==> config.mk <==
export PLATFORM = sky130hd
export DESIGN_NAME = stream_session_lookup_or_allocate_top_flat
export DESIGN_NICKNAME = d
export VERILOG_FILES = /design/src/hdl/ssla_pkg.sv /design/src/hdl/ssla_if.sv /design/src/hdl/ssla_ram.sv /design/src/hdl/ssla_ctrl.sv /design/src/hdl/ssla_dp.sv /design/src/hdl/stream_session_lookup_or_allocate_top.sv /design/src/flat_wrapper.sv
export VERILOG_INCLUDE_DIRS = /design/src /design/src/hdl
export SDC_FILE = /design/constraint.sdc
export NUM_CORES = 2
export LEC_CHECK = 0
export BUFFER_PORTS_ARGS = -buffer_cell sky130_fd_sc_hd__buf_2
export CAP_MARGIN = 10
export CORE_ASPECT_RATIO = 0.6
export CORE_MARGIN = 3
export CORE_UTILIZATION = 35
export CTS_BUF_LIST = sky130_fd_sc_hd__clkbuf_2
export DETAILED_ROUTE_END_ITERATION = 16
export GPL_TIMING_DRIVEN = 0
export PLACE_DENSITY = 0.58
export SYNTH_ARGS = -nofsm -noshare
export SYNTH_HDL_FRONTEND = slang
export SYNTH_HIERARCHICAL = 1
export SYNTH_SLANG_ARGS = --single-unit
==> constraint.sdc <==
create_clock -name clk -period 9.84 [get_ports clk]
set_clock_uncertainty 0.2 [all_clocks]
set_input_delay 0.492 -clock clk [delete_from_list [all_inputs] [get_ports clk]]
set_output_delay 0.492 -clock clk [all_outputs]
set_load 0.1 [all_outputs]
==> src/hdl/assert_macros.svh <==
// assertion helpers shared by the rtl
`ifndef ASSERT_MACROS_SVH
`define ASSERT_MACROS_SVH

`ifndef SYNTHESIS

// property must hold at every rising clock edge out of reset
`define ASSERT_ALWAYS(lbl, clk, rst_n, prop) \
    lbl: assert property (@(posedge clk) disable iff (!rst_n) (prop)) \
        else $error("assertion failed");

// expression must never be true out of reset
`define ASSERT_NEVER(lbl, clk, rst_n, expr) \
    lbl: assert property (@(posedge clk) disable iff (!rst_n) !(expr)) \
        else $error("forbidden condition seen");

`else

`define ASSERT_ALWAYS(lbl, clk, rst_n, prop)
`define ASSERT_NEVER(lbl, clk, rst_n, expr)

`endif

`endif

==> src/hdl/ssla_pkg.sv <==
package ssla_pkg;

    // table geometry
    localparam int SESSION_SLOTS = 32;
    localparam int SLOT_W        = $clog2(SESSION_SLOTS);

    // field widths of the item channels
    localparam int SLOT_FIELD_W  = 5;
    localparam int ID_W          = 32;
    localparam int SENDER_W      = 32;
    localparam int COUNT_W       = 32;
    localparam int ENTRY_W       = ID_W + SENDER_W;
    localparam int SLOT_CMP_W    = SLOT_W + SLOT_FIELD_W;

    // command codes
    localparam logic CMD_LOOKUP  = 1'b0;
    localparam logic CMD_RELEASE = 1'b1;

    // result codes
    typedef enum logic [1:0] {
        OUTCOME_FOUND    = 2'd0,
        OUTCOME_CREATED  = 2'd1,
        OUTCOME_FULL     = 2'd2,
        OUTCOME_RELEASED = 2'd3
    } outcome_t;

    // controller to datapath commands
    typedef struct packed {
        logic load;
        logic scan_step;
        logic commit;
    } ssla_cmd_t;

    // datapath to controller status
    typedef struct packed {
        logic is_release;
        logic scan_done;
        logic out_free;
    } ssla_stat_t;

    // slot index as seen on the result field, masked to its width
    function automatic logic [SLOT_FIELD_W-1:0] slot_field(input logic [SLOT_W-1:0] idx);
        logic [SLOT_CMP_W-1:0] wide;
        wide = SLOT_CMP_W'(idx);
        return wide[SLOT_FIELD_W-1:0];
    endfunction

endpackage

==> src/hdl/ssla_if.sv <==
// request channel
interface ssla_req_if
    import ssla_pkg::*;
();
    logic                    valid;
    logic                    ready;
    logic                    command;
    logic [ID_W-1:0]         stream_id;
    logic [SENDER_W-1:0]     sender_address;
    logic [SLOT_FIELD_W-1:0] release_slot;

    modport source (output valid, command, stream_id, sender_address, release_slot,
                    input ready);
    modport sink (input valid, command, stream_id, sender_address, release_slot,
                  output ready);
endinterface

// response channel
interface ssla_rsp_if
    import ssla_pkg::*;
();
    logic                    valid;
    logic                    ready;
    logic [SLOT_FIELD_W-1:0] slot;
    logic [1:0]              outcome;
    logic [COUNT_W-1:0]      creations_total;

    modport source (output valid, slot, outcome, creations_total, input ready);
    modport sink (input valid, slot, outcome, creations_total, output ready);
endinterface

==> src/hdl/ssla_ram.sv <==
module ssla_ram #(
    parameter int WIDTH = 64,
    parameter int DEPTH = 32
) (
    input  logic                     clk,
    input  logic                     we,
    input  logic [$clog2(DEPTH)-1:0] wr_addr,
    input  logic [WIDTH-1:0]         wr_data,
    input  logic [$clog2(DEPTH)-1:0] rd_addr,
    output logic [WIDTH-1:0]         rd_data
);

    logic [WIDTH-1:0] mem [DEPTH];
    logic [WIDTH-1:0] rd_data_reg;

    // one write port, one registered read port
    always_ff @(posedge clk)
    begin
        if (we)
        begin
            mem[wr_addr] <= wr_data;
        end
        rd_data_reg <= mem[rd_addr];
    end

    assign rd_data = rd_data_reg;

endmodule

==> src/hdl/ssla_ctrl.sv <==
module ssla_ctrl
    import ssla_pkg::*;
(
    input  logic       clk,
    input  logic       rst_n,
    input  logic       req_valid,
    output logic       req_ready,
    input  ssla_stat_t stat,
    output ssla_cmd_t  cmd
);

    typedef enum logic [1:0] {
        ST_IDLE,
        ST_SCAN,
        ST_FINISH
    } state_t;

    state_t state_reg;
    state_t state_next;
    logic   ready_reg;
    logic   ready_next;

    // commands and next state
    always_comb
    begin
        cmd        = '0;
        state_next = state_reg;
        ready_next = ready_reg;
        unique case (state_reg)
            ST_IDLE:
            begin
                cmd.load = req_valid && ready_reg;
                if (cmd.load)
                begin
                    ready_next = 1'b0;
                    state_next = (stat.is_release == CMD_RELEASE) ? ST_FINISH : ST_SCAN;
                end
            end
            ST_SCAN:
            begin
                cmd.scan_step = 1'b1;
                if (stat.scan_done)
                begin
                    state_next = ST_FINISH;
                end
            end
            ST_FINISH:
            begin
                cmd.commit = stat.out_free;
                if (stat.out_free)
                begin
                    ready_next = 1'b1;
                    state_next = ST_IDLE;
                end
            end
            default:
            begin
                state_next = ST_IDLE;
                ready_next = 1'b1;
            end
        endcase
    end

    // state and registered ready
    always_ff @(posedge clk or negedge rst_n)
    begin
        if (!rst_n)
        begin
            state_reg <= ST_IDLE;
            ready_reg <= 1'b1;
        end
        else
        begin
            state_reg <= state_next;
            ready_reg <= ready_next;
        end
    end

    assign req_ready = ready_reg;

endmodule

==> src/hdl/ssla_dp.sv <==
module ssla_dp
    import ssla_pkg::*;
(
    input  logic                    clk,
    input  logic                    rst_n,
    input  ssla_cmd_t               cmd,
    output ssla_stat_t              stat,
    input  logic                    command,
    input  logic [ID_W-1:0]         stream_id,
    input  logic [SENDER_W-1:0]     sender_address,
    input  logic [SLOT_FIELD_W-1:0] release_slot,
    output logic                    out_valid,
    input  logic                    out_ready,
    output logic [SLOT_FIELD_W-1:0] slot,
    output logic [1:0]              outcome,
    output logic [COUNT_W-1:0]      creations_total
);

    // captured request (payload)
    logic                    cmd_reg;
    logic [ID_W-1:0]         sid_reg;
    logic [SENDER_W-1:0]     sender_reg;
    logic [SLOT_FIELD_W-1:0] rel_reg;

    // scan pipeline
    logic [SLOT_W-1:0]       issue_idx_reg, issue_idx_next;
    logic                    issue_more_reg, issue_more_next;
    logic                    cmp_valid_reg, cmp_valid_next;
    logic [SLOT_W-1:0]       cmp_idx_reg, cmp_idx_next;
    logic                    found_reg, found_next;
    logic [SLOT_W-1:0]       found_idx_reg, found_idx_next;
    logic                    have_free_reg, have_free_next;
    logic [SLOT_W-1:0]       free_idx_reg, free_idx_next;

    // table state
    logic [SESSION_SLOTS-1:0] in_use_reg, in_use_next;
    logic [COUNT_W-1:0]       count_reg, count_next;

    // output register
    logic                    out_valid_reg, out_valid_next;
    logic [SLOT_FIELD_W-1:0] out_slot_reg, out_slot_next;
    outcome_t                out_outcome_reg, out_outcome_next;
    logic [COUNT_W-1:0]      out_count_reg, out_count_next;

    // entry store
    logic                    ram_we;
    logic [ENTRY_W-1:0]      ram_rd_data;

    logic                    hit;
    logic                    last_cmp;
    logic                    rel_in_range;
    logic [SLOT_W-1:0]       rel_idx;

    ssla_ram #(
        .WIDTH (ENTRY_W),
        .DEPTH (SESSION_SLOTS)
    ) u_entries (
        .clk     (clk),
        .we      (ram_we),
        .wr_addr (free_idx_reg),
        .wr_data ({sid_reg, sender_reg}),
        .rd_addr (issue_idx_reg),
        .rd_data (ram_rd_data)
    );

    // compare stage of the scan
    assign hit = cmp_valid_reg && in_use_reg[cmp_idx_reg]
                 && (ram_rd_data == {sid_reg, sender_reg});
    assign last_cmp = (cmp_idx_reg == SLOT_W'(SESSION_SLOTS - 1));

    // release target
    assign rel_in_range = (SLOT_CMP_W'(rel_reg) < SLOT_CMP_W'(SESSION_SLOTS));
    assign rel_idx      = SLOT_W'(rel_reg);

    function automatic logic cmd_valid_done();
        return cmp_valid_reg && (hit || last_cmp);
    endfunction

    // the controller looks at the command kind only while loading
    assign stat.is_release = command;
    assign stat.scan_done  = cmd_valid_done();
    assign stat.out_free   = !out_valid_reg || out_ready;

    // next-state logic
    always_comb
    begin
        issue_idx_next   = issue_idx_reg;
        issue_more_next  = issue_more_reg;
        cmp_valid_next   = 1'b0;
        cmp_idx_next     = cmp_idx_reg;
        found_next       = found_reg;
        found_idx_next   = found_idx_reg;
        have_free_next   = have_free_reg;
        free_idx_next    = free_idx_reg;
        in_use_next      = in_use_reg;
        count_next       = count_reg;
        out_valid_next   = out_valid_reg;
        out_slot_next    = out_slot_reg;
        out_outcome_next = out_outcome_reg;
        out_count_next   = out_count_reg;
        ram_we           = 1'b0;

        if (out_ready)
        begin
            out_valid_next = 1'b0;
        end

        if (cmd.load)
        begin
            issue_idx_next  = '0;
            issue_more_next = 1'b1;
            found_next      = 1'b0;
            have_free_next  = 1'b0;
        end

        if (cmd.scan_step)
        begin
            // issue one read per cycle while slots remain to be read
            if (issue_more_reg)
            begin
                cmp_valid_next = 1'b1;
                cmp_idx_next   = issue_idx_reg;
                if (issue_idx_reg == SLOT_W'(SESSION_SLOTS - 1))
                begin
                    issue_more_next = 1'b0;
                end
                else
                begin
                    issue_idx_next = issue_idx_reg + 1'b1;
                end
            end
            // check the entry read last cycle
            if (hit)
            begin
                found_next     = 1'b1;
                found_idx_next = cmp_idx_reg;
            end
            else if (cmp_valid_reg && !in_use_reg[cmp_idx_reg] && !have_free_reg)
            begin
                have_free_next = 1'b1;
                free_idx_next  = cmp_idx_reg;
            end
        end

        if (cmd.commit)
        begin
            out_valid_next = 1'b1;
            if (cmd_reg == CMD_RELEASE)
            begin
                if (rel_in_range)
                begin
                    in_use_next[rel_idx] = 1'b0;
                end
                out_slot_next    = rel_reg;
                out_outcome_next = OUTCOME_RELEASED;
            end
            else if (found_reg)
            begin
                out_slot_next    = slot_field(found_idx_reg);
                out_outcome_next = OUTCOME_FOUND;
            end
            else if (have_free_reg)
            begin
                in_use_next[free_idx_reg] = 1'b1;
                ram_we                    = 1'b1;
                count_next                = count_reg + 1'b1;
                out_slot_next             = slot_field(free_idx_reg);
                out_outcome_next          = OUTCOME_CREATED;
            end
            else
            begin
                out_slot_next    = '0;
                out_outcome_next = OUTCOME_FULL;
            end
            out_count_next = count_next;
        end
    end

    // control state
    always_ff @(posedge clk or negedge rst_n)
    begin
        if (!rst_n)
        begin
            issue_more_reg <= 1'b0;
            cmp_valid_reg  <= 1'b0;
            found_reg      <= 1'b0;
            have_free_reg  <= 1'b0;
            in_use_reg     <= '0;
            count_reg      <= '0;
            out_valid_reg  <= 1'b0;
        end
        else
        begin
            issue_more_reg <= issue_more_next;
            cmp_valid_reg  <= cmp_valid_next;
            found_reg      <= found_next;
            have_free_reg  <= have_free_next;
            in_use_reg     <= in_use_next;
            count_reg      <= count_next;
            out_valid_reg  <= out_valid_next;
        end
    end

    // payload registers
    always_ff @(posedge clk)
    begin
        if (cmd.load)
        begin
            cmd_reg    <= command;
            sid_reg    <= stream_id;
            sender_reg <= sender_address;
            rel_reg    <= release_slot;
        end
        issue_idx_reg   <= issue_idx_next;
        cmp_idx_reg     <= cmp_idx_next;
        found_idx_reg   <= found_idx_next;
        free_idx_reg    <= free_idx_next;
        out_slot_reg    <= out_slot_next;
        out_outcome_reg <= out_outcome_next;
        out_count_reg   <= out_count_next;
    end

    assign out_valid       = out_valid_reg;
    assign slot            = out_slot_reg;
    assign outcome         = out_outcome_reg;
    assign creations_total = out_count_reg;

endmodule

==> src/hdl/stream_session_lookup_or_allocate_top.sv <==
// stream session table: lookup or allocate
//
// req channel: one item is a command (lookup or release), a stream id, a
// sender address and a release slot. rsp channel: one item per request with
// the slot, the outcome (found, created, full, released) and the running
// count of created sessions.
// a lookup reads the entry store one slot per cycle through its single
// registered read port, ascending, stopping at the first in-use match.
// one request is in flight at a time; the next can be taken in the cycle
// after the result is written.
// the result sits in an output register, so a new request is taken while
// the previous result waits; a stalled rsp holds its item and the block
// waits to write the next result until the register frees.
// reset clears all in-use marks and the creation count at once; the entry
// store is not cleared, and its data counts only for slots in use.
module stream_session_lookup_or_allocate_top
    import ssla_pkg::*;
(
    input  logic        clk,
    input  logic        rst_n,
    ssla_req_if.sink    req,
    ssla_rsp_if.source  rsp
);

`include "assert_macros.svh"

    ssla_cmd_t  cmd;
    ssla_stat_t stat;

    // sequencer
    ssla_ctrl u_ctrl (
        .clk       (clk),
        .rst_n     (rst_n),
        .req_valid (req.valid),
        .req_ready (req.ready),
        .stat      (stat),
        .cmd       (cmd)
    );

    // table and result datapath
    ssla_dp u_dp (
        .clk             (clk),
        .rst_n           (rst_n),
        .cmd             (cmd),
        .stat            (stat),
        .command         (req.command),
        .stream_id       (req.stream_id),
        .sender_address  (req.sender_address),
        .release_slot    (req.release_slot),
        .out_valid       (rsp.valid),
        .out_ready       (rsp.ready),
        .slot            (rsp.slot),
        .outcome         (rsp.outcome),
        .creations_total (rsp.creations_total)
    );

    // checks
    `ASSERT_ALWAYS(a_commit_needs_room, clk, rst_n, cmd.commit |-> stat.out_free)
    `ASSERT_ALWAYS(a_one_in_flight, clk, rst_n, (req.valid && req.ready) |=> !req.ready)
    `ASSERT_ALWAYS(a_ready_after_commit, clk, rst_n, cmd.commit |=> (req.ready && rsp.valid))
    `ASSERT_NEVER(a_load_commit_overlap, clk, rst_n, cmd.load && (cmd.commit || cmd.scan_step))

endmodule

==> src/flat_wrapper.sv <==
// flat-port wrapper written by rule: the top's interface ports become plain ports
module stream_session_lookup_or_allocate_top_flat import ssla_pkg::*;
  (clk, rst_n, req_valid, req_command, req_stream_id, req_sender_address, req_release_slot, req_ready, rsp_valid, rsp_slot, rsp_outcome, rsp_creations_total, rsp_ready);
  ssla_req_if req_i ();
  ssla_rsp_if rsp_i ();
  input  logic clk;
  input  logic rst_n;
  input wire logic [$bits(req_i.valid)-1:0] req_valid;
  input wire logic [$bits(req_i.command)-1:0] req_command;
  input wire logic [$bits(req_i.stream_id)-1:0] req_stream_id;
  input wire logic [$bits(req_i.sender_address)-1:0] req_sender_address;
  input wire logic [$bits(req_i.release_slot)-1:0] req_release_slot;
  output wire logic [$bits(req_i.ready)-1:0] req_ready;
  output wire logic [$bits(rsp_i.valid)-1:0] rsp_valid;
  output wire logic [$bits(rsp_i.slot)-1:0] rsp_slot;
  output wire logic [$bits(rsp_i.outcome)-1:0] rsp_outcome;
  output wire logic [$bits(rsp_i.creations_total)-1:0] rsp_creations_total;
  input wire logic [$bits(rsp_i.ready)-1:0] rsp_ready;
  assign req_i.valid = req_valid;
  assign req_i.command = req_command;
  assign req_i.stream_id = req_stream_id;
  assign req_i.sender_address = req_sender_address;
  assign req_i.release_slot = req_release_slot;
  assign req_ready = req_i.ready;
  assign rsp_valid = rsp_i.valid;
  assign rsp_slot = rsp_i.slot;
  assign rsp_outcome = rsp_i.outcome;
  assign rsp_creations_total = rsp_i.creations_total;
  assign rsp_i.ready = rsp_ready;
  stream_session_lookup_or_allocate_top u_core (.clk(clk), .rst_n(rst_n), .req(req_i), .rsp(rsp_i));
endmodule
==> results.sh <==
export IMPL_path_buf_inv=6
export IMPL_syn_avg_cell_area_um2=23.2
export IMPL_postLayoutCellArea_mm2=0.103
export IMPL_final_common_cell="edfxtp_1"
export IMPL_slew_headroom_pct=6.58
export IMPL_synth_seq_cells=2313
export IMPL_post_route_util_pct=41.4
export IMPL_drt_iter0_markers=6828
export IMPL_drive_gt1_share_pct=37.3
export IMPL_root_buffer="clkbuf_2"
export IMPL_post_cts_buffers=0
export IMPL_min_to="u_core/u_dp/sid_reg[22]"
export IMPL_outcome="completed"
export IMPL_power_density_mw_per_mm2=163
export IMPL_timing_final_crit_period_ns=5.77
export IMPL_crit_type="flop to flop"
export IMPL_grt_max_degree=60
export IMPL_synth_async_reset_ratio_pct=3.11
export IMPL_die_h_um=394
export IMPL_synth_area_leaders="edfxtp_1 74%, mux4_2 15%, dfrtp_1 2.0%, dfxtp_1 1.6%, xnor2_1 0.97%"
export IMPL_cts_made_buffers=528
export IMPL_cp_start_kind="flop"
export IMPL_dieArea_mm2=0.257
export IMPL_tightest_slew_ns=1.40
export IMPL_r2r_slack_ns=4.07
export IMPL_syn_area_mm2=0.0878
export IMPL_rows=141
export IMPL_n_fill_cell=21735
export IMPL_fp_coreArea_mm2=0.248
export IMPL_cts_path_max_buffers=4
export IMPL_synth_top_area_share_pct=74.3
export IMPL_rsz0062_at_grt="false"
export IMPL_crit_chain="nand2b_1 -> nand2_1 -> nor2_4 -> buf_12 -> clkbuf_1 -> nand2_1 -> clkinv_1 -> nand3_1 -> nor2_4 -> buf_12 -> buf_12 -> buf_12"
export IMPL_syn_num_nets=3870
export IMPL_hold_viol_final=0
export IMPL_overflow=0
export IMPL_syn_to_final_growth_pct=16.9
export IMPL_reg2regPathDepth=12
export IMPL_cpMostUsedCell="buf_12"
export IMPL_grt_pass1_wl_mm=358
export IMPL_crit_slowest_cell="nor2_4"
export IMPL_yosysWarnings=6
export IMPL_r2r_start="u_core/u_dp/out_valid"
export IMPL_worstHoldPathCells=3
export IMPL_io_pins=115
export IMPL_via_per_inst=5.53
export IMPL_synth_cells=3793
export IMPL_peakVddDrop_mv=0.0794
export IMPL_p_leak_nw=34.4
export IMPL_period_share_pct=58.6
export IMPL_grt_pass1_vias=45880
export IMPL_drc=0
export IMPL_numPortBuffers=114
export IMPL_timing_fmax_ghz=0.173
export IMPL_htreeDepth=6
export IMPL_hpwl_mm=168
export IMPL_slew_viol_final=0
export IMPL_path_delay_family="simple AND/OR/NAND/NOR gates"
export IMPL_clock_sinks=2313
export IMPL_wl_mm=258
export IMPL_vias=46814
export IMPL_place_congestion=0.807
export IMPL_place_area_mm2=0.0957
export IMPL_die_w_um=653
export IMPL_cp_max_fo=34
export IMPL_critPathLaunch="u_core/u_dp/out_valid"
export IMPL_pre_cts_slack_ns=4.02
export IMPL_synth_seq_area_share_pct=77.9
export IMPL_maxCapViolCount=0
export IMPL_rr_endpoint="u_core/u_dp/u_entries/mem[11][31]"
export IMPL_hold_class="input pin to flop"
export IMPL_cts_tree="built"
export IMPL_drt_pass1_iter_count=5
export IMPL_clock_latency_ns=1.61
export IMPL_nNetsFinal=4880
export IMPL_initial_utilization_pct=35.4
export IMPL_synth_cell_type_count=67
export IMPL_hold_start="req_stream_id[22]"
export IMPL_synth_top_cell_by_area="edfxtp_1"
export IMPL_finalSetupTns_ns=0
export IMPL_setup_viol_count_final=0
export IMPL_finalPower_mw=16.8
export IMPL_synthFlopType="edfxtp_1"
export IMPL_path_clk_slew_ns=0.11
export IMPL_synth_edf_count=2172
export IMPL_drt_wirelength_per_cell_um=30.4
export IMPL_antenna_found_initial=11
export IMPL_finalWorstSetupSlack_ns=4.07
export IMPL_worstPathArrival_ns=6.78
export IMPL_ant_nets=0
export IMPL_critPathMaxStageDelay_ns=0.93
export IMPL_grt_usage_pct=19.8
export IMPL_mostFrequentLayoutCells="2172 x edfxtp_1, 810 x clkbuf_2, 602 x mux4_2"
export IMPL_largest_reg_flops=2048
export IMPL_worstSetupEndpointType="flop"
export IMPL_crit_required_ns=10.85
## stage by stage
stage | hold slack [ns] | cells
4_1_cts | 0.0513 | 8462
3_5_place_dp | 0.173 | 7339
3_3_place_gp | 0.265 | 7196
5_1_grt | 0.0605 | 8469
2_1_floorplan | -0.00359 | 3793
6_report | 0.221 | 8470
## layout make-up
type | instances | area [um^2] | share of cell area, %
diodes | 3 | 7.51 | 0.00731
plain buffers | 182 | 881 | 0.858
clock buffers | 804 | 4020 | 3.92
clock inverters | 101 | 613 | 0.597
inverters | 12 | 45.0 | 0.0439
multi-input cells | 1286 | 18700 | 18.3
flip-flops and latches | 2313 | 68400 | 66.7
well taps | 3289 | 4120 | 4.01
repair buffers | 480 | 5790 | 5.64
## Yosys cell counts (25+ instances only)
cell type and number:
o21ai_0 63, xor2_1 25, dfrtp_1 71, xnor2_1 97
nand2_1 58, mux2i_1 55, clkbuf_1 67, edfxtp_1 2172
nand3_1 32, mux4_2 602, dfxtp_1 69, nor2_1 85
mux2_2 75, buf_2 70, nand4_1 30
## metal layers
layer / global-route usage [%] / share of wire, % / up-vias
met2: 27.3 / 42 / 2819
met5: 0 / 0 / -
met4: 4.52 / 1.9 / 0
met1: 30.4 / 44 / 25256
li1: - / - / 18366
met3: 6.22 / 12 / 373
## worst max-delay path by stage
stage | endpoint | depth (start not counted)
6_report | u_core/u_dp/u_entries/mem[11][31] | 12
5_1_grt | u_core/u_dp/u_entries/mem[11][28] | 12
4_1_cts | u_core/u_dp/u_entries/mem[11][31] | 12
3_5_place_dp | u_core/u_dp/u_entries/mem[11][31] | 13
3_3_place_gp | u_core/u_dp/u_entries/mem[0][47] | 10
2_1_floorplan | u_core/u_dp/u_entries/mem[28][0] | 9
## tightest hold or removal path, stage by stage
cell and delay (ns):
dlygate4sd3_1 0.53, buf_2 0.13, dlygate4sd3_1 0.63
## logic make-up after synthesis
family          Yosys count  share of synthesized area, %
compound gates          140                          1.05
buf+inv                 194                          1.05
flops                  2313                          77.9
fa+ha+maj                 3                        0.0427
xor+xnor                122                          1.22
mux                     732                          17.0
simple gates            289                          1.73
## timing repair
item                                   4_1_cts  5_1_grt
resized for setup                            0        0
endpoints found under the hold margin      298        0
hold buffers                               218        0
## report_power, final
group,switching [mW],internal (mW)
Combinational,0.0258,0.0679
Sequential,0,10.6
Clock,3.74,2.35
Total,3.77,13.0
No activity file was read; power rests on OpenSTA's default activity.
